[config.mk]
export PLATFORM = sky130hd
export DESIGN_NAME = retry_outbox_slot_store_core
export DESIGN_NICKNAME = d
export VERILOG_FILES = /design/src/rtl/ros_pkg.sv /design/src/rtl/retry_outbox_slot_store_core.sv /design/src/rtl/ros_slot_mem.sv /design/src/rtl/ros_slot_scan.sv
export SDC_FILE = /design/constraint.sdc
export NUM_CORES = 1
export LEC_CHECK = 0
export BUFFER_PORTS_ARGS = -buffer_cell sky130_fd_sc_hd__buf_2
export CORE_AREA = 10 10 298 300
export CTS_CLUSTER_SIZE = 12
export DETAILED_ROUTE_END_ITERATION = 12
export DIE_AREA = 0 0 308 310
export GPL_TIMING_DRIVEN = 0
export PLACE_DENSITY = 0.65
export SKIP_CTS_REPAIR_TIMING = 1
export SKIP_LAST_GASP = 1
export SYNTH_ARGS = -nofsm -noshare
export SYNTH_HDL_FRONTEND = slang
export SYNTH_SLANG_ARGS = --single-unit
[constraint.sdc]
create_clock -name clk -period 14.88 [get_ports clk]
set_clock_uncertainty 0.05 [all_clocks]
set_input_delay 0 -clock clk [delete_from_list [all_inputs] [get_ports clk]]
set_output_delay 0 -clock clk [all_outputs]
set_load 0.005 [all_outputs]
[src/rtl/ros_pkg.sv]
// ============================================================================
// ros_pkg: shared types and codes of the retry outbox slot store
// Operation codes, result codes, register indexes, default policy values and
// the result record that travels from the execute stage to the output port.
// ============================================================================
package ros_pkg;

    // Fixed widths of the request and result fields.
    localparam int IDX_W    = 6;
    localparam int CNT_W    = 7;
    localparam int HANDLE_W = 16;
    localparam int LEN_W    = 10;

    // Default values of the build-time parameters.
    localparam int SLOTS_DEFAULT       = 8;
    localparam int TOPIC_MAX_DEFAULT   = 128;
    localparam int PAYLOAD_MAX_DEFAULT = 512;
    localparam int HANDLE_BITS_DEFAULT = 16;

    // Policy defaults loaded at reset and by a write of zero.
    localparam logic [31:0] AGE_DEFAULT      = 32'd60000;
    localparam logic [7:0]  ATTEMPTS_DEFAULT = 8'd3;

    // Operation codes.
    localparam logic [1:0] OP_ENQUEUE = 2'd0;
    localparam logic [1:0] OP_DRAIN   = 2'd1;
    localparam logic [1:0] OP_CLEAR   = 2'd2;
    localparam logic [1:0] OP_STATUS  = 2'd3;

    // The only QoS level that an enqueue may request.
    localparam logic [1:0] QOS_LEVEL_ONE = 2'd1;

    // Enqueue result codes.
    localparam logic [1:0] ENQ_QUEUED      = 2'd0;
    localparam logic [1:0] ENQ_BAD_TOPIC   = 2'd1;
    localparam logic [1:0] ENQ_BAD_PAYLOAD = 2'd2;
    localparam logic [1:0] ENQ_FULL        = 2'd3;

    // Drain result codes; a refused publish reports its code plus the offset.
    localparam logic [2:0] DR_ACCEPTED      = 3'd0;
    localparam logic [2:0] DR_NOT_CONNECTED = 3'd1;
    localparam logic [2:0] DR_EXPIRED       = 3'd2;
    localparam logic [2:0] DR_CODE_OFFSET   = 3'd2;

    // Publish outcome meaning success.
    localparam logic [1:0] PUB_ACCEPTED = 2'd0;

    // Outbox status codes.
    localparam logic [1:0] ST_EMPTY   = 2'd0;
    localparam logic [1:0] ST_HAS     = 2'd1;
    localparam logic [1:0] ST_FULL    = 2'd2;
    localparam logic [1:0] ST_EXPIRED = 2'd3;

    // Configuration register indexes.
    localparam logic [1:0] CFG_MAX_MESSAGES = 2'd0;
    localparam logic [1:0] CFG_MAX_AGE      = 2'd1;
    localparam logic [1:0] CFG_MAX_ATTEMPTS = 2'd2;

    // Outcome of the slot scan: lowest active slot and lowest usable free slot.
    typedef struct packed {
        logic             head_found;
        logic [IDX_W-1:0] head_idx;
        logic             free_found;
        logic [IDX_W-1:0] free_idx;
    } scan_t;

    // One result record.
    typedef struct packed {
        logic [1:0]          enqueue_result;
        logic [2:0]          drain_result;
        logic [IDX_W-1:0]    slot_index;
        logic [HANDLE_W-1:0] handle_out;
        logic [LEN_W-1:0]    length_out;
        logic                retain_out;
        logic                publish_issued;
        logic [CNT_W-1:0]    queued_count;
        logic [15:0]         dropped_count;
        logic [15:0]         expired_count;
        logic [1:0]          outbox_state;
    } result_t;

endpackage

[src/rtl/retry_outbox_slot_store_core.sv]
// A request is accepted with the read of its slot memory word; its result is
// registered when it executes, with the read-modify-write of the slot, which waits
// while an unread result holds the output. No new request is accepted until the
// one in flight has executed.
// Reset: all slots free, counters zero, status empty, policies at defaults.
// ============================================================================
// retry_outbox_slot_store_core: fixed slot outbox for at-least-once messages
// Enqueue validates and stores a message in the lowest free slot; drain ages and
// publishes the lowest active slot, frees it if accepted or expired; clear frees all.
// ============================================================================
module retry_outbox_slot_store_core #(
    parameter int SLOTS       = ros_pkg::SLOTS_DEFAULT,
    parameter int TOPIC_MAX   = ros_pkg::TOPIC_MAX_DEFAULT,
    parameter int PAYLOAD_MAX = ros_pkg::PAYLOAD_MAX_DEFAULT,
    parameter int HANDLE_BITS = ros_pkg::HANDLE_BITS_DEFAULT
) (
    input  logic                         clk,
    input  logic                         rst_n,
    // Request channel
    input  logic                         in_valid,
    output logic                         in_ready,
    input  logic [1:0]                   operation,
    input  logic [31:0]                  now_ms,
    input  logic [ros_pkg::HANDLE_W-1:0] message_handle,
    input  logic [7:0]                   topic_length,
    input  logic                         payload_present,
    input  logic [ros_pkg::LEN_W-1:0]    payload_length,
    input  logic [1:0]                   qos_level,
    input  logic                         retain_flag,
    input  logic                         link_connected,
    input  logic [1:0]                   publish_code,
    // Result channel
    output logic                         out_valid,
    input  logic                         out_ready,
    output logic [1:0]                   enqueue_result,
    output logic [2:0]                   drain_result,
    output logic [ros_pkg::IDX_W-1:0]    slot_index,
    output logic [ros_pkg::HANDLE_W-1:0] handle_out,
    output logic [ros_pkg::LEN_W-1:0]    length_out,
    output logic                         retain_out,
    output logic                         publish_issued,
    output logic [ros_pkg::CNT_W-1:0]    queued_count,
    output logic [15:0]                  dropped_count,
    output logic [15:0]                  expired_count,
    output logic [1:0]                   outbox_state,
    // Configuration write channel
    input  logic                         cfg_valid,
    output logic                         cfg_ready,
    input  logic [1:0]                   cfg_index,
    input  logic [31:0]                  cfg_data
);
    import ros_pkg::*;

    // Derived sizes.
    localparam int ADDR_W = (SLOTS > 1) ? $clog2(SLOTS) : 1;
    localparam int HW     = (HANDLE_BITS < HANDLE_W) ? HANDLE_BITS : HANDLE_W;
    localparam int WORD_W = HW + LEN_W + 1 + 32 + 8;
    localparam logic [CNT_W-1:0] SLOTS_C       = CNT_W'(SLOTS);
    localparam logic [8:0]       TOPIC_LIMIT   = 9'(TOPIC_MAX);
    localparam logic [10:0]      PAYLOAD_LIMIT = 11'(PAYLOAD_MAX);

    // Control and status state.
    logic                busy_reg;
    logic [SLOTS-1:0]    active_reg, active_next;
    logic [CNT_W-1:0]    count_reg, count_next;
    logic [15:0]         refused_reg, refused_next;
    logic [15:0]         expiry_reg, expiry_next;
    logic [1:0]          status_reg, status_next;
    logic [7:0]          max_messages_reg;
    logic [31:0]         max_age_reg;
    logic [7:0]          max_attempts_reg;
    logic                out_valid_reg;
    result_t             out_reg, result_next;

    // Request held for the execute cycle.
    logic [1:0]          op_reg;
    logic [31:0]         now_reg;
    logic [HW-1:0]       handle_reg;
    logic [LEN_W-1:0]    len_reg;
    logic                retain_reg;
    logic                link_reg;
    logic [1:0]          pcode_reg;
    logic [1:0]          check_reg, check_next;
    logic                room_reg;
    scan_t               scan_reg;

    // Scan and memory signals.
    scan_t               scan;
    logic [CNT_W-1:0]    cap;
    logic                accept;
    logic                exec;
    logic                wr_en;
    logic [ADDR_W-1:0]   wr_addr;
    logic [WORD_W-1:0]   wr_data;
    logic [WORD_W-1:0]   rd_data;
    logic [HW-1:0]       rd_handle;
    logic [LEN_W-1:0]    rd_len;
    logic                rd_retain;
    logic [31:0]         rd_qtime;
    logic [7:0]          rd_attempts;
    logic [31:0]         age;
    logic                expired;
    logic [7:0]          attempts_inc;
    logic [CNT_W-1:0]    count_dec;

    // Handshakes: a new request may enter while a result waits at the output.
    // A configuration write is taken only while no request is in flight, and
    // it goes ahead of a request offered in the same cycle.
    assign accept    = in_valid && in_ready;
    assign in_ready  = !busy_reg && !cfg_valid;
    assign exec      = busy_reg && (!out_valid_reg || out_ready);
    assign cfg_ready = !busy_reg;

    // Effective capacity.
    assign cap = ((max_messages_reg == 8'd0) || (CNT_W'(max_messages_reg) > SLOTS_C) ||
                  (max_messages_reg[7])) ? SLOTS_C : CNT_W'(max_messages_reg);

    ros_slot_scan #(
        .SLOTS (SLOTS)
    ) u_scan (
        .active (active_reg),
        .cap    (cap),
        .scan   (scan)
    );

    // Field checks of an enqueue, in their priority order.
    always_comb
    begin
        if ((topic_length == 8'd0) || (9'(topic_length) >= TOPIC_LIMIT))
        begin
            check_next = ENQ_BAD_TOPIC;
        end
        else if (!payload_present || (11'(payload_length) >= PAYLOAD_LIMIT))
        begin
            check_next = ENQ_BAD_PAYLOAD;
        end
        else if (qos_level != QOS_LEVEL_ONE)
        begin
            check_next = ENQ_BAD_TOPIC;
        end
        else
        begin
            check_next = ENQ_QUEUED;
        end
    end

    // Capture the request and the scan outcome at acceptance.
    always_ff @(posedge clk)
    begin
        if (accept)
        begin
            op_reg     <= operation;
            now_reg    <= now_ms;
            handle_reg <= message_handle[HW-1:0];
            len_reg    <= payload_length;
            retain_reg <= retain_flag;
            link_reg   <= link_connected;
            pcode_reg  <= publish_code;
            check_reg  <= check_next;
            room_reg   <= (count_reg < cap) && scan.free_found;
            scan_reg   <= scan;
        end
    end

    ros_slot_mem #(
        .DEPTH  (SLOTS),
        .ADDR_W (ADDR_W),
        .WIDTH  (WORD_W)
    ) u_mem (
        .clk     (clk),
        .wr_en   (wr_en),
        .wr_addr (wr_addr),
        .wr_data (wr_data),
        .rd_en   (accept),
        .rd_addr (scan.head_idx[ADDR_W-1:0]),
        .rd_data (rd_data)
    );

    assign {rd_handle, rd_len, rd_retain, rd_qtime, rd_attempts} = rd_data;

    // Ageing and attempt checks of the drain head.
    assign age          = now_reg - rd_qtime;
    assign expired      = (age >= max_age_reg) || (rd_attempts >= max_attempts_reg);
    assign attempts_inc = (rd_attempts == 8'hFF) ? rd_attempts : rd_attempts + 8'd1;
    assign count_dec    = count_reg - CNT_W'(1);

    // Execute: decide the outcome, update slot state and write the memory.
    always_comb
    begin
        active_next  = active_reg;
        count_next   = count_reg;
        refused_next = refused_reg;
        expiry_next  = expiry_reg;
        status_next  = status_reg;
        wr_en        = 1'b0;
        wr_addr      = scan_reg.head_idx[ADDR_W-1:0];
        wr_data      = {rd_handle, rd_len, rd_retain, rd_qtime, attempts_inc};
        result_next  = '0;

        unique case (op_reg)
            OP_ENQUEUE:
            begin
                if (check_reg != ENQ_QUEUED)
                begin
                    result_next.enqueue_result = check_reg;
                end
                else if (!room_reg)
                begin
                    refused_next = (refused_reg == 16'hFFFF) ? refused_reg
                                                             : refused_reg + 16'd1;
                    status_next  = ST_FULL;
                    result_next.enqueue_result = ENQ_FULL;
                end
                else
                begin
                    wr_en       = exec;
                    wr_addr     = scan_reg.free_idx[ADDR_W-1:0];
                    wr_data     = {handle_reg, len_reg, retain_reg, now_reg, 8'd0};
                    active_next[scan_reg.free_idx[ADDR_W-1:0]] = 1'b1;
                    count_next  = count_reg + CNT_W'(1);
                    status_next = ST_HAS;
                    result_next.slot_index = scan_reg.free_idx;
                end
            end
            OP_DRAIN:
            begin
                if (!scan_reg.head_found)
                begin
                    status_next = ST_EMPTY;
                end
                else
                begin
                    result_next.slot_index = scan_reg.head_idx;
                    if (expired)
                    begin
                        active_next[scan_reg.head_idx[ADDR_W-1:0]] = 1'b0;
                        count_next  = count_dec;
                        expiry_next = (expiry_reg == 16'hFFFF) ? expiry_reg
                                                               : expiry_reg + 16'd1;
                        status_next = ST_EXPIRED;
                        result_next.drain_result = DR_EXPIRED;
                    end
                    else if (!link_reg)
                    begin
                        result_next.drain_result = DR_NOT_CONNECTED;
                    end
                    else
                    begin
                        result_next.publish_issued = 1'b1;
                        result_next.handle_out     = HANDLE_W'(rd_handle);
                        result_next.length_out     = rd_len;
                        result_next.retain_out     = rd_retain;
                        if (pcode_reg == PUB_ACCEPTED)
                        begin
                            active_next[scan_reg.head_idx[ADDR_W-1:0]] = 1'b0;
                            count_next  = count_dec;
                            status_next = (count_dec == '0) ? ST_EMPTY : ST_HAS;
                            result_next.drain_result = DR_ACCEPTED;
                        end
                        else
                        begin
                            // Refused publish: keep the slot, record the attempt.
                            wr_en = exec;
                            result_next.drain_result = DR_CODE_OFFSET + {1'b0, pcode_reg};
                        end
                    end
                end
            end
            OP_CLEAR:
            begin
                active_next = '0;
                count_next  = '0;
                status_next = ST_EMPTY;
            end
            OP_STATUS:
            begin
            end
            default:
            begin
            end
        endcase

        result_next.queued_count  = count_next;
        result_next.dropped_count = refused_next;
        result_next.expired_count = expiry_next;
        result_next.outbox_state  = status_next;
    end

    // Sequencing, slot state and configuration registers.
    always_ff @(posedge clk or negedge rst_n)
    begin
        if (!rst_n)
        begin
            busy_reg         <= 1'b0;
            out_valid_reg    <= 1'b0;
            active_reg       <= '0;
            count_reg        <= '0;
            refused_reg      <= '0;
            expiry_reg       <= '0;
            status_reg       <= ST_EMPTY;
            max_messages_reg <= 8'd0;
            max_age_reg      <= AGE_DEFAULT;
            max_attempts_reg <= ATTEMPTS_DEFAULT;
        end
        else
        begin
            if (accept)
            begin
                busy_reg <= 1'b1;
            end
            else if (exec)
            begin
                busy_reg <= 1'b0;
            end

            if (exec)
            begin
                out_valid_reg <= 1'b1;
            end
            else if (out_ready)
            begin
                out_valid_reg <= 1'b0;
            end

            if (exec)
            begin
                active_reg  <= active_next;
                count_reg   <= count_next;
                refused_reg <= refused_next;
                expiry_reg  <= expiry_next;
                status_reg  <= status_next;
            end
            else if (cfg_valid && cfg_ready)
            begin
                unique case (cfg_index)
                    CFG_MAX_MESSAGES:
                    begin
                        max_messages_reg <= cfg_data[7:0];
                    end
                    CFG_MAX_AGE:
                    begin
                        max_age_reg <= (cfg_data == 32'd0) ? AGE_DEFAULT : cfg_data;
                    end
                    CFG_MAX_ATTEMPTS:
                    begin
                        max_attempts_reg <= (cfg_data[7:0] == 8'd0) ? ATTEMPTS_DEFAULT
                                                                    : cfg_data[7:0];
                    end
                    default:
                    begin
                    end
                endcase
                if ((cfg_index == CFG_MAX_MESSAGES) || (cfg_index == CFG_MAX_AGE) ||
                    (cfg_index == CFG_MAX_ATTEMPTS))
                begin
                    status_reg <= (count_reg == '0) ? ST_EMPTY : ST_HAS;
                end
            end
        end
    end

    // Result register.
    always_ff @(posedge clk)
    begin
        if (exec)
        begin
            out_reg <= result_next;
        end
    end

    assign out_valid      = out_valid_reg;
    assign enqueue_result = out_reg.enqueue_result;
    assign drain_result   = out_reg.drain_result;
    assign slot_index     = out_reg.slot_index;
    assign handle_out     = out_reg.handle_out;
    assign length_out     = out_reg.length_out;
    assign retain_out     = out_reg.retain_out;
    assign publish_issued = out_reg.publish_issued;
    assign queued_count   = out_reg.queued_count;
    assign dropped_count  = out_reg.dropped_count;
    assign expired_count  = out_reg.expired_count;
    assign outbox_state   = out_reg.outbox_state;

    // The running slot count always agrees with the active bits.
    a_count_matches: assert property (@(posedge clk) disable iff (!rst_n)
        32'(count_reg) == $countones(active_reg))
        else $error("active slot count out of step with active bits");

    // A drain that found a head must see that slot still active when it executes.
    a_head_active: assert property (@(posedge clk) disable iff (!rst_n)
        (exec && (op_reg == OP_DRAIN) && scan_reg.head_found)
            |-> active_reg[scan_reg.head_idx[ADDR_W-1:0]])
        else $error("drain head slot is not active");

    // An issued publish reports either acceptance or a passed-through code.
    a_issue_code: assert property (@(posedge clk) disable iff (!rst_n)
        (out_valid_reg && out_reg.publish_issued)
            |-> ((out_reg.drain_result == DR_ACCEPTED) || (out_reg.drain_result > DR_EXPIRED)))
        else $error("publish issued with a wrong drain result");

    // A queued enqueue leaves the outbox with messages and never above the slot count.
    a_queued_state: assert property (@(posedge clk) disable iff (!rst_n)
        (exec && (op_reg == OP_ENQUEUE) && (check_reg == ENQ_QUEUED) && room_reg)
            |=> ((status_reg == ST_HAS) && (count_reg <= SLOTS_C) && (count_reg != '0)))
        else $error("queued enqueue left an inconsistent status");

endmodule

[src/rtl/ros_slot_mem.sv]
// ============================================================================
// ros_slot_mem: slot payload memory
// Single write port and single read port, read data registered. Holds handle,
// length, retain flag, queue time and attempts.
// ============================================================================
module ros_slot_mem #(
    parameter int DEPTH  = 8,
    parameter int ADDR_W = 3,
    parameter int WIDTH  = 67
) (
    input  logic              clk,
    input  logic              wr_en,
    input  logic [ADDR_W-1:0] wr_addr,
    input  logic [WIDTH-1:0]  wr_data,
    input  logic              rd_en,
    input  logic [ADDR_W-1:0] rd_addr,
    output logic [WIDTH-1:0]  rd_data
);

    logic [WIDTH-1:0] mem [DEPTH];

    // Write port.
    always_ff @(posedge clk)
    begin
        if (wr_en)
        begin
            mem[wr_addr] <= wr_data;
        end
    end

    // Registered read port.
    always_ff @(posedge clk)
    begin
        if (rd_en)
        begin
            rd_data <= mem[rd_addr];
        end
    end

endmodule

[src/rtl/ros_slot_scan.sv]
// ============================================================================
// ros_slot_scan: slot priority encoder
// Finds the lowest active slot (the drain head) and the lowest free slot that
// lies below the effective capacity (the enqueue target).
// ============================================================================
module ros_slot_scan #(
    parameter int SLOTS = 8
) (
    input  logic [SLOTS-1:0]        active,
    input  logic [ros_pkg::CNT_W-1:0] cap,
    output ros_pkg::scan_t          scan
);
    import ros_pkg::*;

    // Walk from the top down so that the lowest matching slot wins.
    always_comb
    begin
        scan = '0;
        for (int i = SLOTS - 1; i >= 0; i--)
        begin
            if (active[i])
            begin
                scan.head_found = 1'b1;
                scan.head_idx   = IDX_W'(i);
            end
            if (!active[i] && (CNT_W'(i) < cap))
            begin
                scan.free_found = 1'b1;
                scan.free_idx   = IDX_W'(i);
            end
        end
    end

endmodule

# Word-level counts from Yosys, hierarchy flattened
# Memory sizes are Yosys's and may differ from the RTL's. A register that Yosys moved wholly into a read port is not among the register bits.
# Cells that the tools add are included.
# totals
register_bits	259
ramBits	536
inputBits	114
output_inout_bits	83
wordCells	238
n_memories	1
# memory_table
memory	depth	width	read_ports	rd_ports_with_merged_regs	wr	line	rtl
u_mem.mem	8	67	1	1	1	ros_slot_mem.sv:20	logic [WIDTH-1:0] mem [DEPTH];
# classes
n_addsub	7
magnitude_cmp	18
eq_ne	13
muxes	90
bitwise	7
reduce_logical	63
# ops
op	n
$mux 67	3
$mux 16	8
$mux 7	16
$mux 8	8
$mux 28	2
$mux 34	1
$add 16x1->16 const B	2
$eq 16x16->1 const B	2
$ge 32x32->1	1
$logic_not 32->1	1
$mux 32	1
$sub 32x32->32	1
$mux 2	15
$mux 3	10
$lt 3x7->1 const A	4
$logic_not 8->1	3
$pmux 8 s3	1
$pmux 7 s3	1
$mux 1	17
$logic_and 1x1->1	15
$logic_not 7->1	2
$lt 1x7->1 const A	2
$lt 2x7->1 const A	2
$reduce_or 7->1	2
38 further kinds	78

# Longest topological paths before layout
# Gate-level depths: netlist (run 1).
# logic_depth
depth_word	15
depth_mapped	25
mapped_depth_nobuf	23

# Hierarchy
# A second synthesis (run 1) with hierarchy kept.
# hier_totals
hier_cells	2324
hier_area_um2	37220.7
# by_module_without_submodules
mod	n_inst	cells_each	area_per_inst_um2	seq_area_each_um2
ros_slot_mem	1	854	22510.3	18107.4
retry_outbox_slot_store_core	1	1417	14367.5	7293.2
ros_slot_scan	1	53	342.8	0.0

# Worst setup path after synthesis (run 1)
# No wires, ideal clock.
# synth_timing
kind	register to register
startpoint	reg now_reg[0]
endpoint	mem u_mem.mem[4][0] (enable)
setup_ps	492
t_arrival_ps	6885
required_time_ps	14338
path_slack_ps	7453
stages_incl_launch_ff	24
n_path_buf	0
period_less_slack_ps	7427
cell_sequence	edfxtp_1 -> inv_1 -> ha_1 -> inv_1 -> fa_1 -> a21o_1 -> a221oi_2 -> o21ai_1 -> nand3_1 -> a21oi_1 -> o21ai_0 -> o21ai_0 -> a21oi_1 -> xnor2_1 -> ha_1 -> nand2_1 -> nor2_1 -> a211oi_1 -> o21ai_1 -> a211oi_1 -> and4_1 -> a21oi_1 -> or3_4 -> nor2_1
# synth_between
elab_chain_cells	8
# synth_lines
element	line	rtl
start: declaration	retry_outbox_slot_store_core.sv:77	logic [31:0] now_reg;
start signal: assignment	retry_outbox_slot_store_core.sv:153	now_reg <= now_ms;
$sub 32x32->32	retry_outbox_slot_store_core.sv:182	assign age = now_reg - rd_qtime;
$ge 32x32->1	retry_outbox_slot_store_core.sv:183	assign expired = (age >= max_age_reg) || (rd_attempts >= max_attempts_reg);
$logic_or 1x1->1	retry_outbox_slot_store_core.sv:183	
$mux 1	retry_outbox_slot_store_core.sv:234	if (expired)
$mux 1	retry_outbox_slot_store_core.sv:227	if (!scan_reg.head_found)
$pmux 1 s2	retry_outbox_slot_store_core.sv:200	unique case (op_reg)
$mux 1	ros_slot_mem.sv:25	if (wr_en)
$mux 1 (implied by the code)	ros_slot_mem.sv:27	mem[wr_addr] <= wr_data;
end: declaration	ros_slot_mem.sv:20	
# Every way passes these cells.

# Final worst setup path (run 1)
# layout_timing
startpoint	reg now_reg[0]
endpoint	mem u_mem.mem[3][31] (enable)
# The elaborated chain is that of the path after synthesis.

==> results summary, run 1 <==
The violation count after the first detailed-route iteration is 2237. The final setup TNS is 0 ns. The number of nets in the layout is 3533. The routed wirelength normalized by instance count came out at 21.4 um.

The total power came out at 7.06 mW. The clock tree synthesis step divided the H-tree into 3 levels. The global-route congestion overflow total came out at 0. The register with the most flip-flops in the final layout is u_mem.mem. The clock latency of the later-clocked register in the worst-skew pair came out at 0.66 ns. Counting along the longest clock path gives a buffer depth of 3.

The largest registers in the layout are u_mem.mem (536), u_mem.rd_data (67). The main flop type after synthesis is edfxtp_1. The initial antenna violation count is 1. The number of endpoints with negative hold slack in the final report is 5.

The cell family contributing the most delay on the critical path is compound AO/OA/AOI/OAI gates. The final number of setup-violating endpoints is 0. Synthesis inferred 853 register bits. The count of maximum capacitance violations came out at 0. The die is 308 um wide.

The number of slew-limit violations in the final report is 0. The number of instances in the synthesized netlist is 2907. The number of nets with antenna violations after routing came out at 0. The data required time of the worst path came out at 15.17 ns. IR analysis of the VDD net gives a maximum drop of 0.0000979 V. The core region is 82900 um^2.

The filler-free cell count of the finished design came out at 4474. The tree is rooted in a clkbuf_16. The aggregate routed wire length came out at 95500 um. The vertical die dimension came out at 310 um. The number of buffers added by the clock tree synthesis step is 91. The area enclosed by the die boundary came out at 95500 um^2.

For this run, design rule violations remaining after detail routing come to 0. The most common library cell in the layout ignoring fill and taps is edfxtp_1. Averaged over all synthesized cells, the footprint is 12.7 um^2.

The number of enable flip-flop cells after synthesis is 754. The initial utilization of the core area, before any placement, comes to 0.446. The min-delay analysis places its worst path in the category input port to register. The peak fanout along the critical path came out at 26.

The final hold slack came out at -0.0784 ns. The clock tree from TritonCTS is built. Traced cell by cell, the critical path runs through inv_1 > ha_1 > inv_1 > fa_1 > a21o_1 > a221oi_2 > o21ai_1 > nand3_1 > nand2_1 > a21oi_1 > o21ai_1 > o41ai_1 > xnor2_1 > ha_1 > nor2b_1 > o21ai_0 > nand2_1 > a211oi_1 > and4_1 > a21oi_1 > or3_4 > nor2_4 > buf_12 > buf_12. The buffering stage count on the worst path with inverters included is 4. The standby leakage power is 16.1 nW. In the final layout, the share of cells above drive strength 1 is 0.154. Buffers placed on the I/O ports in this run total 193. Entering global routing, the biggest net connects 64 pins.

The top cell type's share of synthesized area came out at 0.612. The power per standard cell area came out at 161 nW/um^2. The length of the first detailed-routing pass in iterations came out at 5. The placed wire-length estimate is 64200 um.

The global router's overall resource usage is 0.195. The type of destination of the critical path is a register. The leading area contributor after synthesis is edfxtp_1. The wire length of the first global-routing pass came out at 144000 um. The flow ran to the end, but the final reports show violations. The slowest cell on the critical path is a211oi_1. The Yosys warning count is 0. In this run the count of I/O pins placed on the die edge is 197. In the layout the commonest cells are 754 x edfxtp_1, 547 x nand2_1, 228 x buf_2. The arrival time at the worst endpoint came out at 7.74 ns. The transition time at the pin with the least slew margin came out at 1.16 ns. The number of global-route vias before repair came out at 23900. The antenna cell count came out at 0.

The clock-pin slew of the registers on the worst-case setup and hold paths came out at 0.06 ns. The number of flip-flops under the largest register name is 536. The worst setup path is launched from a register. The maximum cell stage delay along the critical path came out at 0.90 ns. The area of the mapped netlist is 37000 um^2. The sequential area share after synthesis is 0.679. The fill cell total of the finished layout came out at 6861. Setup repair after global routing left no endpoint under its margin. The placed instance count came out at 4208. The tightest slew margin relative to the limit is 0.225.

From synthesis to final layout, the design area changed by 18.4%. Yosys attributes the largest share of cell area to edfxtp_1 61%, dfrtp_1 6.1%, nand2_1 5.5%. The final critical path time including I/O delays and setup came out at 7.45 ns. The total via count in the routed design is 24800. The count of standard-cell rows came out at 106. The final reports fail on negative hold slack.

The number of distinct library cells after synthesis came out at 77. Derived from the worst setup path, the maximum achievable clock frequency is 134 MHz. The detail-routed via count per cell is 5.55. The share of flip-flops with an asynchronous set or reset came out at 0.116.

CTS saw 853 sinks. The worst setup path is of the register to register kind. The final RePlAce weighted congestion is 0.868. Dividing the final minimum period by the clock period gives 0.501.
routing by layer:
layer | vias up | global-route usage | share of wire
met1 | 12200 | 0.258 | 0.42
met4 | 0 | 0.0666 | 0.029
li1 | 11600 | - | -
met3 | 176 | 0.0321 | 0.072
met2 | 922 | 0.323 | 0.48
met5 | - | 0 | 0
metrics by stage:
step	hold slack (ns)	cell area, um^2	setup slack [ns]	util
2_1_floorplan	-0.346	37000	7.45	-
3_5_place_dp	-0.0162	40000	7.30	0.482
5_1_grt	-0.00935	43800	6.94	0.529
6_report	-0.0784	43800	7.43	0.529
4_1_cts	-0.716	42700	7.25	0.515
3_3_place_gp	0.126	39300	2.83	0.475
power breakdown:
group          total (mW)  switching [mW]  internal (mW)
Clock                2.13           0.925           1.20
Combinational        1.99            1.31          0.681
Sequential           2.94          0.0755           2.87
Total                7.06            2.31           4.75
worst register-to-register path, stage by stage (launching register included):
cell	delay [ns]
edfxtp_1	0.48
inv_1	0.09
ha_1	0.16
inv_1	0.05
fa_1	0.40
a21o_1	0.20
a221oi_2	0.36
o21ai_1	0.22
nand3_1	0.20
nand2_1	0.15
a21oi_1	0.20
o21ai_1	0.12
o41ai_1	0.38
xnor2_1	0.30
ha_1	0.33
nor2b_1	0.13
o21ai_0	0.14
nand2_1	0.06
a211oi_1	0.90
and4_1	0.42
a21oi_1	0.12
or3_4	0.46
nor2_4	0.66
buf_12	0.29
buf_12	0.23
area by class of cell:
cell class / count / area [um^2] / area share
well taps: 1080 / 1350 / 0.0308
flip-flops and latches: 853 / 25100 / 0.574
clock inverters: 39 / 343 / 0.00782
plain buffers: 150 / 628 / 0.0143
inverters: 109 / 409 / 0.00934
multi-input cells: 1799 / 10900 / 0.249
repair buffers: 326 / 2610 / 0.0595
clock buffers: 118 / 2420 / 0.0552
cells by family after synthesis:
| group | share of synthesized area |
|---|---|
| compound gates | 0.0989 |
| xor+xnor | 0.0185 |
| fa+ha+maj | 0.0303 |
| buf+inv | 0.0279 |
| flops | 0.679 |
| mux | 0.0151 |
| other cells | 0.000203 |
| simple gates | 0.130 |
final timing paths:
check / start / to / slack [ns] / depth (start not counted)
min in group asynchronous: rst_n / max_age_reg[5] / 0.48 / 3
hold / removal: cfg_valid / status_reg[0] / -0.08 / 5
hold reg to reg: refused_reg[7] / refused_reg[7] / 0.46 / 1
setup / recovery: now_reg[0] / u_mem.mem[3][31] / 7.43 / 24
setup reg to reg: now_reg[0] / u_mem.mem[3][31] / 7.43 / 24
max in group asynchronous: rst_n / max_attempts_reg[0] / 13.92 / 4
cells in the mapped netlist (all sizes together), types with 16 or more instances:
cell and instances:
edfxtp 754, nand2 547, nand3 168, o21ai 111, inv 108, and2 104, clkbuf 97, nor2 96
dfrtp 90, ha 88, a21oi 84, a211oi 72, a311oi 68, a31o 68, buf 53, mux2 46
xnor2 41, nor3 38, xor2 37, a21o 27, and3 21, nand4 20, a31oi 16, nand2b 16
nor4 16
Note: power is estimated with default switching activity, not from simulation.
==> inputs of run 2 (changes only) <==
--- a/config.mk
+++ b/config.mk
@@ -5,13 +5,14 @@
 export SDC_FILE = /design/constraint.sdc
 export NUM_CORES = 1
 export LEC_CHECK = 0
+export ABC_AREA = 1
 export BUFFER_PORTS_ARGS = -buffer_cell sky130_fd_sc_hd__buf_2
 export CORE_AREA = 10 10 298 300
 export CTS_CLUSTER_SIZE = 12
 export DETAILED_ROUTE_END_ITERATION = 12
 export DIE_AREA = 0 0 308 310
 export GPL_TIMING_DRIVEN = 0
-export PLACE_DENSITY = 0.65
+export PLACE_DENSITY = 0.66
 export SKIP_CTS_REPAIR_TIMING = 1
 export SKIP_LAST_GASP = 1
 export SYNTH_ARGS = -nofsm -noshare
==> constraint.sdc (replaced) <==
create_clock -name clk -period 7.3 [get_ports clk]
set_clock_uncertainty 0.05 [all_clocks]
set_input_delay 0 -clock clk [delete_from_list [all_inputs] [get_ports clk]]
set_output_delay 0 -clock clk [all_outputs]
set_load 0.005 [all_outputs]
==> results summary, run 2 <==
The length of the first detailed-routing pass in iterations is 5 (unchanged). The post-placement cell area came out at 39900 um^2 (about the same). The number of global-route vias before repair was 25300 (+5.9%). The tree is rooted in a clkbuf_16. The total power is 16.0 mW (+130%).

The post-synthesis share of cell area spent on and, or, nand and nor gates is 0.129 (-0.000848). More flip-flops sit in one register than any other, and that register is u_mem.mem. The worst setup path is captured at a register. The top cell type's share of synthesized area came out at 0.611 (-0.000971). The peak supply drop came out at 0.000248 V (+150%).

The share of power burned in the clock network is 0.269 (-0.032). The flow ran to the end, and the final reports show no timing, DRC or antenna violations. The most common library cell in the layout ignoring fill and taps is edfxtp_1. The wire length of the first global-routing pass came out at 147000 um (+2.0%). The maximum buffer depth of the clock tree is 3 (unchanged). The clock-pin slew of the registers on the worst-case setup and hold paths came out at 0.06 ns (about the same). The peak fanout along the critical path is 28 (+7.7%). The proportion of total power due to net switching came out at 0.370 (+0.0423). The number of slew-limit violations in the final report came out at 0 (unchanged). The fmax came out at 155 MHz (+15%). The global-route congestion overflow total is 0 (unchanged). The violation count after the first detailed-route iteration is 2340 (+4.6%). The sequential area share after synthesis is 0.678 (-0.00108). STA classifies the critical path startpoint as a register. After synthesis, the cell types taking the most area are edfxtp_1 61%, dfrtp_1 6.1%, nor2_1 6.0%.

The pre-CTS worst setup slack came to 0.995 ns (-6.30 ns). The largest individual stage delay along the critical path comes from the cell nor2_4. The clock sink count was 853 (unchanged). The aggregate routed wire length came out at 98600 um (+3.2%). The transition time at the pin with the least slew margin is 1.13 ns (-0.0240 ns). The total via count in the routed design is 26300 (+5.8%).

The placed instance count came out at 4618 (+9.7%). The number of buffers added by the clock tree synthesis step came out at 89 (-2.2%). The count of standard-cell rows came out at 106 (unchanged).

The number of endpoints with negative hold slack in the final report is 0 (-5). The area growth from synthesis to layout is 18.3% (about the same). Among all cell types in the netlist, the one instantiated most often is edfxtp_1. The residual DRC count came out at 0 (unchanged). The standby leakage power came out at 16.7 nW (+3.7%).

The proportion of synthesized area in mux cells was 0.000912 (-0.0142). The number of flip-flops under the largest register name came out at 536 (unchanged). The area of the core is 82900 um^2 (unchanged).

The sequential fraction of design power came out at 0.389 (-0.028). The placed wire-length estimate is 66200 um (+3.1%). The design internal power came to 10.1 mW (+110%).

The number of H-tree branching levels came out at 3 (unchanged). For this run, the leading register cell type out of synthesis is edfxtp_1. The initial antenna violation count is 2 (+1).

The data required time of the worst path came out at 7.58 ns (-7.59 ns). The share of flip-flops with an asynchronous set or reset is 0.116 (unchanged). The final setup TNS is 0 ns (unchanged). The clock tree from TritonCTS is built. In the synthesized netlist, the cells that appear most often are 754 x edfxtp_1, 590 x nor2_1, 431 x o21ai_0. The effective utilization at floorplan is 0.447 (+0.000709). The most numerous cell type found on the critical path is nand2_1. The final number of setup-violating endpoints came out at 0 (unchanged).

The largest registers in the layout are u_mem.mem (536), u_mem.rd_data (67). The fraction of power consumed by combinational cells is 0.342 (+0.060). In this run the worst hold path is classified as input port to register. The minimum setup slack among reg-to-reg paths was 0.83 ns (-6.60 ns). The number of nets in the layout came to 3951 (+12%). The maximum number of pins on one net before global-route repair came out at 88 (+38%). By area, the combinational part of the netlist is dominated by simple AND/OR/NAND/NOR gates.

The switching power total is 5.92 mW (+160%). The total of buffers placed on input and output ports is 193 (unchanged). The number of nets with antenna violations after routing came out at 0 (unchanged).

The detail-routed via count per cell is 5.37 (-3.3%). The library cells used most frequently in the layout, excluding fill and tap cells, are 754 x edfxtp_1, 582 x nor2_1, 431 x o21ai_0. The routed wirelength normalized by instance count was 20.2 um (-5.6%).

The tightest slew margin relative to the limit is 0.237 (+0.0126). The fill cell total of the finished layout was 7047 (+2.7%). The number of top-level pins was 197 (unchanged).

The critical path in this run is classified as register to register. The global router's overall resource usage was 0.198 (+0.00326). The vertical die dimension was 310 um (unchanged). The area of the mapped netlist came out at 37100 um^2 (+0.16%). The per-instance average area after synthesis came to 11.2 um^2 (-12%).

The flop and latch count out of synthesis came out at 853 (unchanged). The arrival time at the worst endpoint came out at 6.75 ns (-0.99 ns). The final hold slack is 0.00130 ns (+0.0797 ns). The power per standard cell area was 365 nW/um^2 (+130%). The final critical path time including I/O delays and setup is 6.47 ns (-0.982 ns). The ratio of cells with drive above 1 in the final layout came out at 0.111 (-0.0422). The finished layout cell area was 43900 um^2 (about the same). The area share of fa/ha/maj cells after synthesis came to 0.0303 (-0.0000481). The xor-xnor portion of the synthesized cell area is 0.0118 (-0.00665). The area enclosed by the die boundary is 95500 um^2 (unchanged). The maximum cell stage delay along the critical path came out at 0.67 ns (-0.23 ns). The count of maximum capacitance violations came out at 0 (unchanged). The number of instances in the synthesized netlist came out at 3320 (+14%). The share of the cycle needed by the critical path after routing is 0.887 (+0.386). The clock latency of the later-clocked register in the worst-skew pair is 0.67 ns (about the same). The final RePlAce weighted congestion is 0.885 (+2.0%). The smallest setup slack after layout was 0.828 ns (-6.60 ns). The width of the chip came out at 308 um (unchanged). Summed over all instances, the cell type with the most area after synthesis is edfxtp_1. The filler-free cell count of the finished design came out at 4894 (+9.4%).

Setup repair after global routing left no endpoint under its margin. The final standard cell utilization of the core is 0.529 (about the same). The number of enable flip-flop cells after synthesis came out at 754 (unchanged). The number of distinct library cells after synthesis came out at 57 (-26%).

The compound-cell area share of the yosys netlist is 0.104 (+0.00470). The Yosys warning count is 0 (unchanged).
[run 2: cell types whose count changed after synthesis, sizes merged, moves of 58 or more]
cell / change
nand2: -117
nor2: +495
and2: -103
o22ai: +65
a311oi: -66
o21ai: +326
a31o: -68
a31oi: +58
nand3: -96
a211oi: -70
inv: +183
[run 2: final timing paths]
kind | end | cells past startpoint | startpoint
setup reg to reg | u_mem.mem[4][24] | 31 | now_reg[2]
setup / recovery | u_mem.mem[4][24] | 31 | now_reg[2]
hold reg to reg | max_age_reg[11] | 2 | max_age_reg[11]
max in group asynchronous | expiry_reg[3] | 4 | rst_n
min in group asynchronous | max_age_reg[11] | 3 | rst_n
hold / removal | handle_reg[10] | 2 | message_handle[10]
[run 2: area by class of cell]
type / count / area (um^2) / area share
antenna: 3 / 7.51 / 0.000171
inverter: 291 / 1100 / 0.0250
sequential: 853 / 25100 / 0.573
buffer: 144 / 617 / 0.0141
multi-input combinational: 2036 / 10300 / 0.235
clock buffer: 120 / 2380 / 0.0543
clock inverter: 34 / 332 / 0.00756
timing repair buffer: 333 / 2640 / 0.0602
tap: 1080 / 1350 / 0.0308
[run 2: power by group through the flow]
| stage | registers [mW] | logic (mW) | clock network, mW |
|---|---|---|---|
| floorplan | 6.27 | 3.53 | 0 |
| global placement | 6.33 | 5.21 | 0 |
| detailed placement | 6.33 | 5.34 | 0 |
| CTS | 6.23 | 5.39 | 4.36 |
| global route | 6.27 | 6.09 | 4.56 |
| finish | 6.23 | 5.47 | 4.30 |
[run 2: critical path: cells and delay by family, from the launching register on]
kind / cells / cell delay, ns
XOR/XNOR: 1 / 0.15
AND/OR/NAND/NOR: 17 / 2.18
adder cells (fa/ha/maj): 2 / 0.68
AO/OA/AOI/OAI: 7 / 1.89
flip-flops: 1 / 0.42
buffers and inverters: 4 / 0.77
[run 2: logic make-up (layout without fill, tap and decap cells)]
| group | after synthesis | in the layout |
|---|---|---|
| fa+ha+maj | 89 | 89 |
| other cells | 2 | 9 |
| simple gates | 1184 | 1184 |
| buf+inv | 435 | 922 |
| mux | 3 | 3 |
| xor+xnor | 50 | 50 |
| compound gates | 704 | 704 |
| flops | 853 | 853 |
[run 2: routing by layer]
layer	vias to the layer above	wire length, um	share of wire	track usage
met1	12800	41300	0.42	0.257
met3	165	6690	0.068	0.0319
met5	-	0	0	0
li1	12400	-	-	-
met2	905	47700	0.48	0.332
met4	0	2970	0.030	0.0735
==> inputs of run 3 (changes only) <==
--- a/config.mk
+++ b/config.mk
@@ -7,12 +7,13 @@
 export LEC_CHECK = 0
 export ABC_AREA = 1
 export BUFFER_PORTS_ARGS = -buffer_cell sky130_fd_sc_hd__buf_2
-export CORE_AREA = 10 10 298 300
+export CORE_AREA = 2 2 290 292
 export CTS_CLUSTER_SIZE = 12
 export DETAILED_ROUTE_END_ITERATION = 12
-export DIE_AREA = 0 0 308 310
+export DIE_AREA = 0 0 292 294
 export GPL_TIMING_DRIVEN = 0
 export PLACE_DENSITY = 0.66
+export RECOVER_POWER = 100
 export SKIP_CTS_REPAIR_TIMING = 1
 export SKIP_LAST_GASP = 1
 export SYNTH_ARGS = -nofsm -noshare
==> results summary, run 3 (synthesis gave the netlist of run 2 again) <==
The violation count after the first detailed-route iteration is 2524 (+7.9%). The total via count in the routed design is 26200 (-0.43%). The final setup TNS came out at 0 ns (unchanged). The number of endpoints with negative hold slack in the final report came to 6 (+6). The final reports fail on negative hold slack, max-capacitance violations, max-slew violations. The logic depth of the worst register-to-register path came out at 32 (+3.2%). The cell family contributing the most delay on the critical path is simple AND/OR/NAND/NOR gates. The tightest slew margin relative to the limit is -0.984 (-1.22). The maximum cell stage delay along the critical path is 0.61 ns (-0.06 ns). The share of the cycle needed by the critical path after routing came out at 0.909 (+0.0222). The final hold slack came out at -0.102 ns (-0.104 ns).

The data required time of the worst path is 7.60 ns (+0.02 ns). u_mem.mem holds more flip-flops than any other register. The pre-CTS worst setup slack is 0.899 ns (-0.0961 ns).

The clock sink count is 853 (unchanged). The final number of setup-violating endpoints came out at 0 (unchanged). The vertical die dimension came to 294 um (-5.2%). The length of the first detailed-routing pass in iterations is 6 (+1). The clock tree from TritonCTS is built. Setup repair after global routing left no endpoint under its margin. The peak fanout along the critical path came out at 22 (-21%). The area of the core came out at 82900 um^2 (unchanged). The critical path in this run is classified as register to register. The initial antenna violation count came out at 2 (unchanged). The placed wire-length estimate is 64000 um (-3.3%). The clock-pin slew of the registers on the worst-case setup and hold paths is 0.06 ns (about the same). The largest registers in the layout are u_mem.mem (536), u_mem.rd_data (67). The finished layout cell area came out at 43700 um^2 (-0.39%). In the layout the commonest cells are 754 x edfxtp_1, 583 x nor2_1, 435 x o21ai_0. The count of standard-cell rows is 106 (unchanged). The number of slew-limit violations in the final report came out at 336 (+336). The routed wirelength normalized by instance count is 19.5 um (-3.4%). Clock tree synthesis selected as its root buffer the cell clkbuf_16. The final standard cell utilization of the core came out at 0.527 (-0.00204).

The number of flip-flops under the largest register name is 536 (unchanged). The flow ran to the end, but the final reports show violations. The slowest cell on the critical path is nor2_4. The number of nets in the layout is 3954 (+0.076%). The number of global-route vias before repair came to 24800 (-2.0%). The buffering stage count on the worst path with inverters included came out at 5 (+1). The transition time at the pin with the least slew margin came to 2.96 ns (+1.83 ns).

The width of the chip is 292 um (-5.2%). STA classifies the critical path startpoint as a register. The antenna cell count is 0 (-3). The final critical path time including I/O delays and setup came out at 6.63 ns (+0.162 ns). The residual DRC count was 0 (unchanged). The number of cells on the worst hold path came out at 6 (+4). The global-route congestion overflow total is 0 (unchanged).

The wire length of the first global-routing pass came out at 143000 um (-2.6%). The post-placement cell area came to 39900 um^2 (about the same). The count of maximum capacitance violations was 7 (+7). The aggregate routed wire length is 95400 um (-3.3%).

The total stage count of the critical path is 32 (+3.2%). The effective utilization at floorplan came out at 0.447 (unchanged). The filler-free cell count of the finished design is 4898 (+0.082%).

The placed instance count came out at 4618 (unchanged). The number of nets with antenna violations after routing came out at 0 (unchanged). The number of H-tree branching levels is 3 (unchanged).

The number of top-level pins came out at 197 (unchanged). The total of buffers placed on input and output ports came out at 193 (unchanged). The worst setup path is captured at a register. The global router's overall resource usage is 0.216 (+0.0181). The most common library cell in the layout ignoring fill and taps is edfxtp_1. The total power came out at 16.0 mW (+0.24%).

The standby leakage power is 16.5 nW (-1.3%). The most common cell type on the critical path is nand2_1. The ratio of cells with drive above 1 in the final layout is 0.0896 (-0.0217). The number of buffers added by the clock tree synthesis step came out at 90 (+1.1%). The power per standard cell area is 367 nW/um^2 (+0.62%). The smallest setup slack after layout is 0.667 ns (-0.162 ns).

The clock latency of the later-clocked register in the worst-skew pair is 0.66 ns (about the same). The maximum number of pins on one net before global-route repair came to 81 (-8.0%). The final RePlAce weighted congestion is 0.925 (+4.5%).

The path class of the tightest hold or removal check is input port to register. The arrival time at the worst endpoint is 6.93 ns (+0.18 ns). The area enclosed by the die boundary came out at 85800 um^2 (-10%).

The area growth from synthesis to layout is 17.9%. The detail-routed via count per cell is 5.34 (-0.52%). The maximum buffer depth of the clock tree came out at 3 (unchanged).

The fmax was 151 MHz (-2.4%). The peak supply drop is 0.000218 V (-12%).
==> run 3: changes by cell type in the layout (fill, tap and decap cells not counted), moves of 4 or more <==
cell      delta
clkbuf_1    +73
inv_1        +4
o21ai_0      +4
inv_2        -4
clkinv_2     -4
buf_2       -66
==> run 3: final cells by class <==
class | count | area (um^2)
Buffer | 144 | 593
Multi-Input combinational cell | 2036 | 10200
Fill cell | 7098 | 39200
Sequential cell | 853 | 25100
Inverter | 291 | 1090
Clock inverter | 35 | 384
Tap cell | 1080 | 1350
Clock buffer | 124 | 2410
Timing Repair Buffer | 335 | 2480
==> run 3: path summary, 6_finish.rpt <==
kind                            startpoint                   to  slack, ns
hold / removal                   cfg_valid  max_messages_reg[2]      -0.10
setup reg to reg                now_reg[2]     u_mem.mem[1][11]       0.67
hold reg to reg            max_age_reg[11]      max_age_reg[11]       0.43
min in group asynchronous            rst_n       max_age_reg[9]       0.84
setup / recovery                now_reg[2]     u_mem.mem[1][11]       0.67
max in group asynchronous            rst_n       refused_reg[4]       3.54
==> run 3: where the power goes <==
group / leakage [nW] / total [mW] / switching [mW] / internal [mW]
Sequential: 8.11 / 6.24 / 0.197 / 6.04
Combinational: 7.05 / 5.42 / 3.79 / 1.62
Clock: 1.34 / 4.39 / 1.89 / 2.50
==> run 3: worst register-to-register path, delay by kind of cell, from the launching register on <==
| kind | cells | cell delay, ns |
|---|---|---|
| AO/OA/AOI/OAI | 7 | 1.90 |
| XOR/XNOR | 1 | 0.15 |
| buffers and inverters | 5 | 0.92 |
| adder cells (fa/ha/maj) | 2 | 0.67 |
| AND/OR/NAND/NOR | 17 | 2.20 |
| flip-flops | 1 | 0.42 |
==> run 3: routing by layer <==
| metal | vias to the layer above | global-route usage | wire length, um |
|---|---|---|---|
| met4 | 2 | 0.0852 | 3110 |
| met3 | 207 | 0.0307 | 6290 |
| met2 | 940 | 0.352 | 45200 |
| met1 | 12600 | 0.293 | 40700 |
| li1 | 12400 | - | - |
| met5 | - | 0 | 14 |
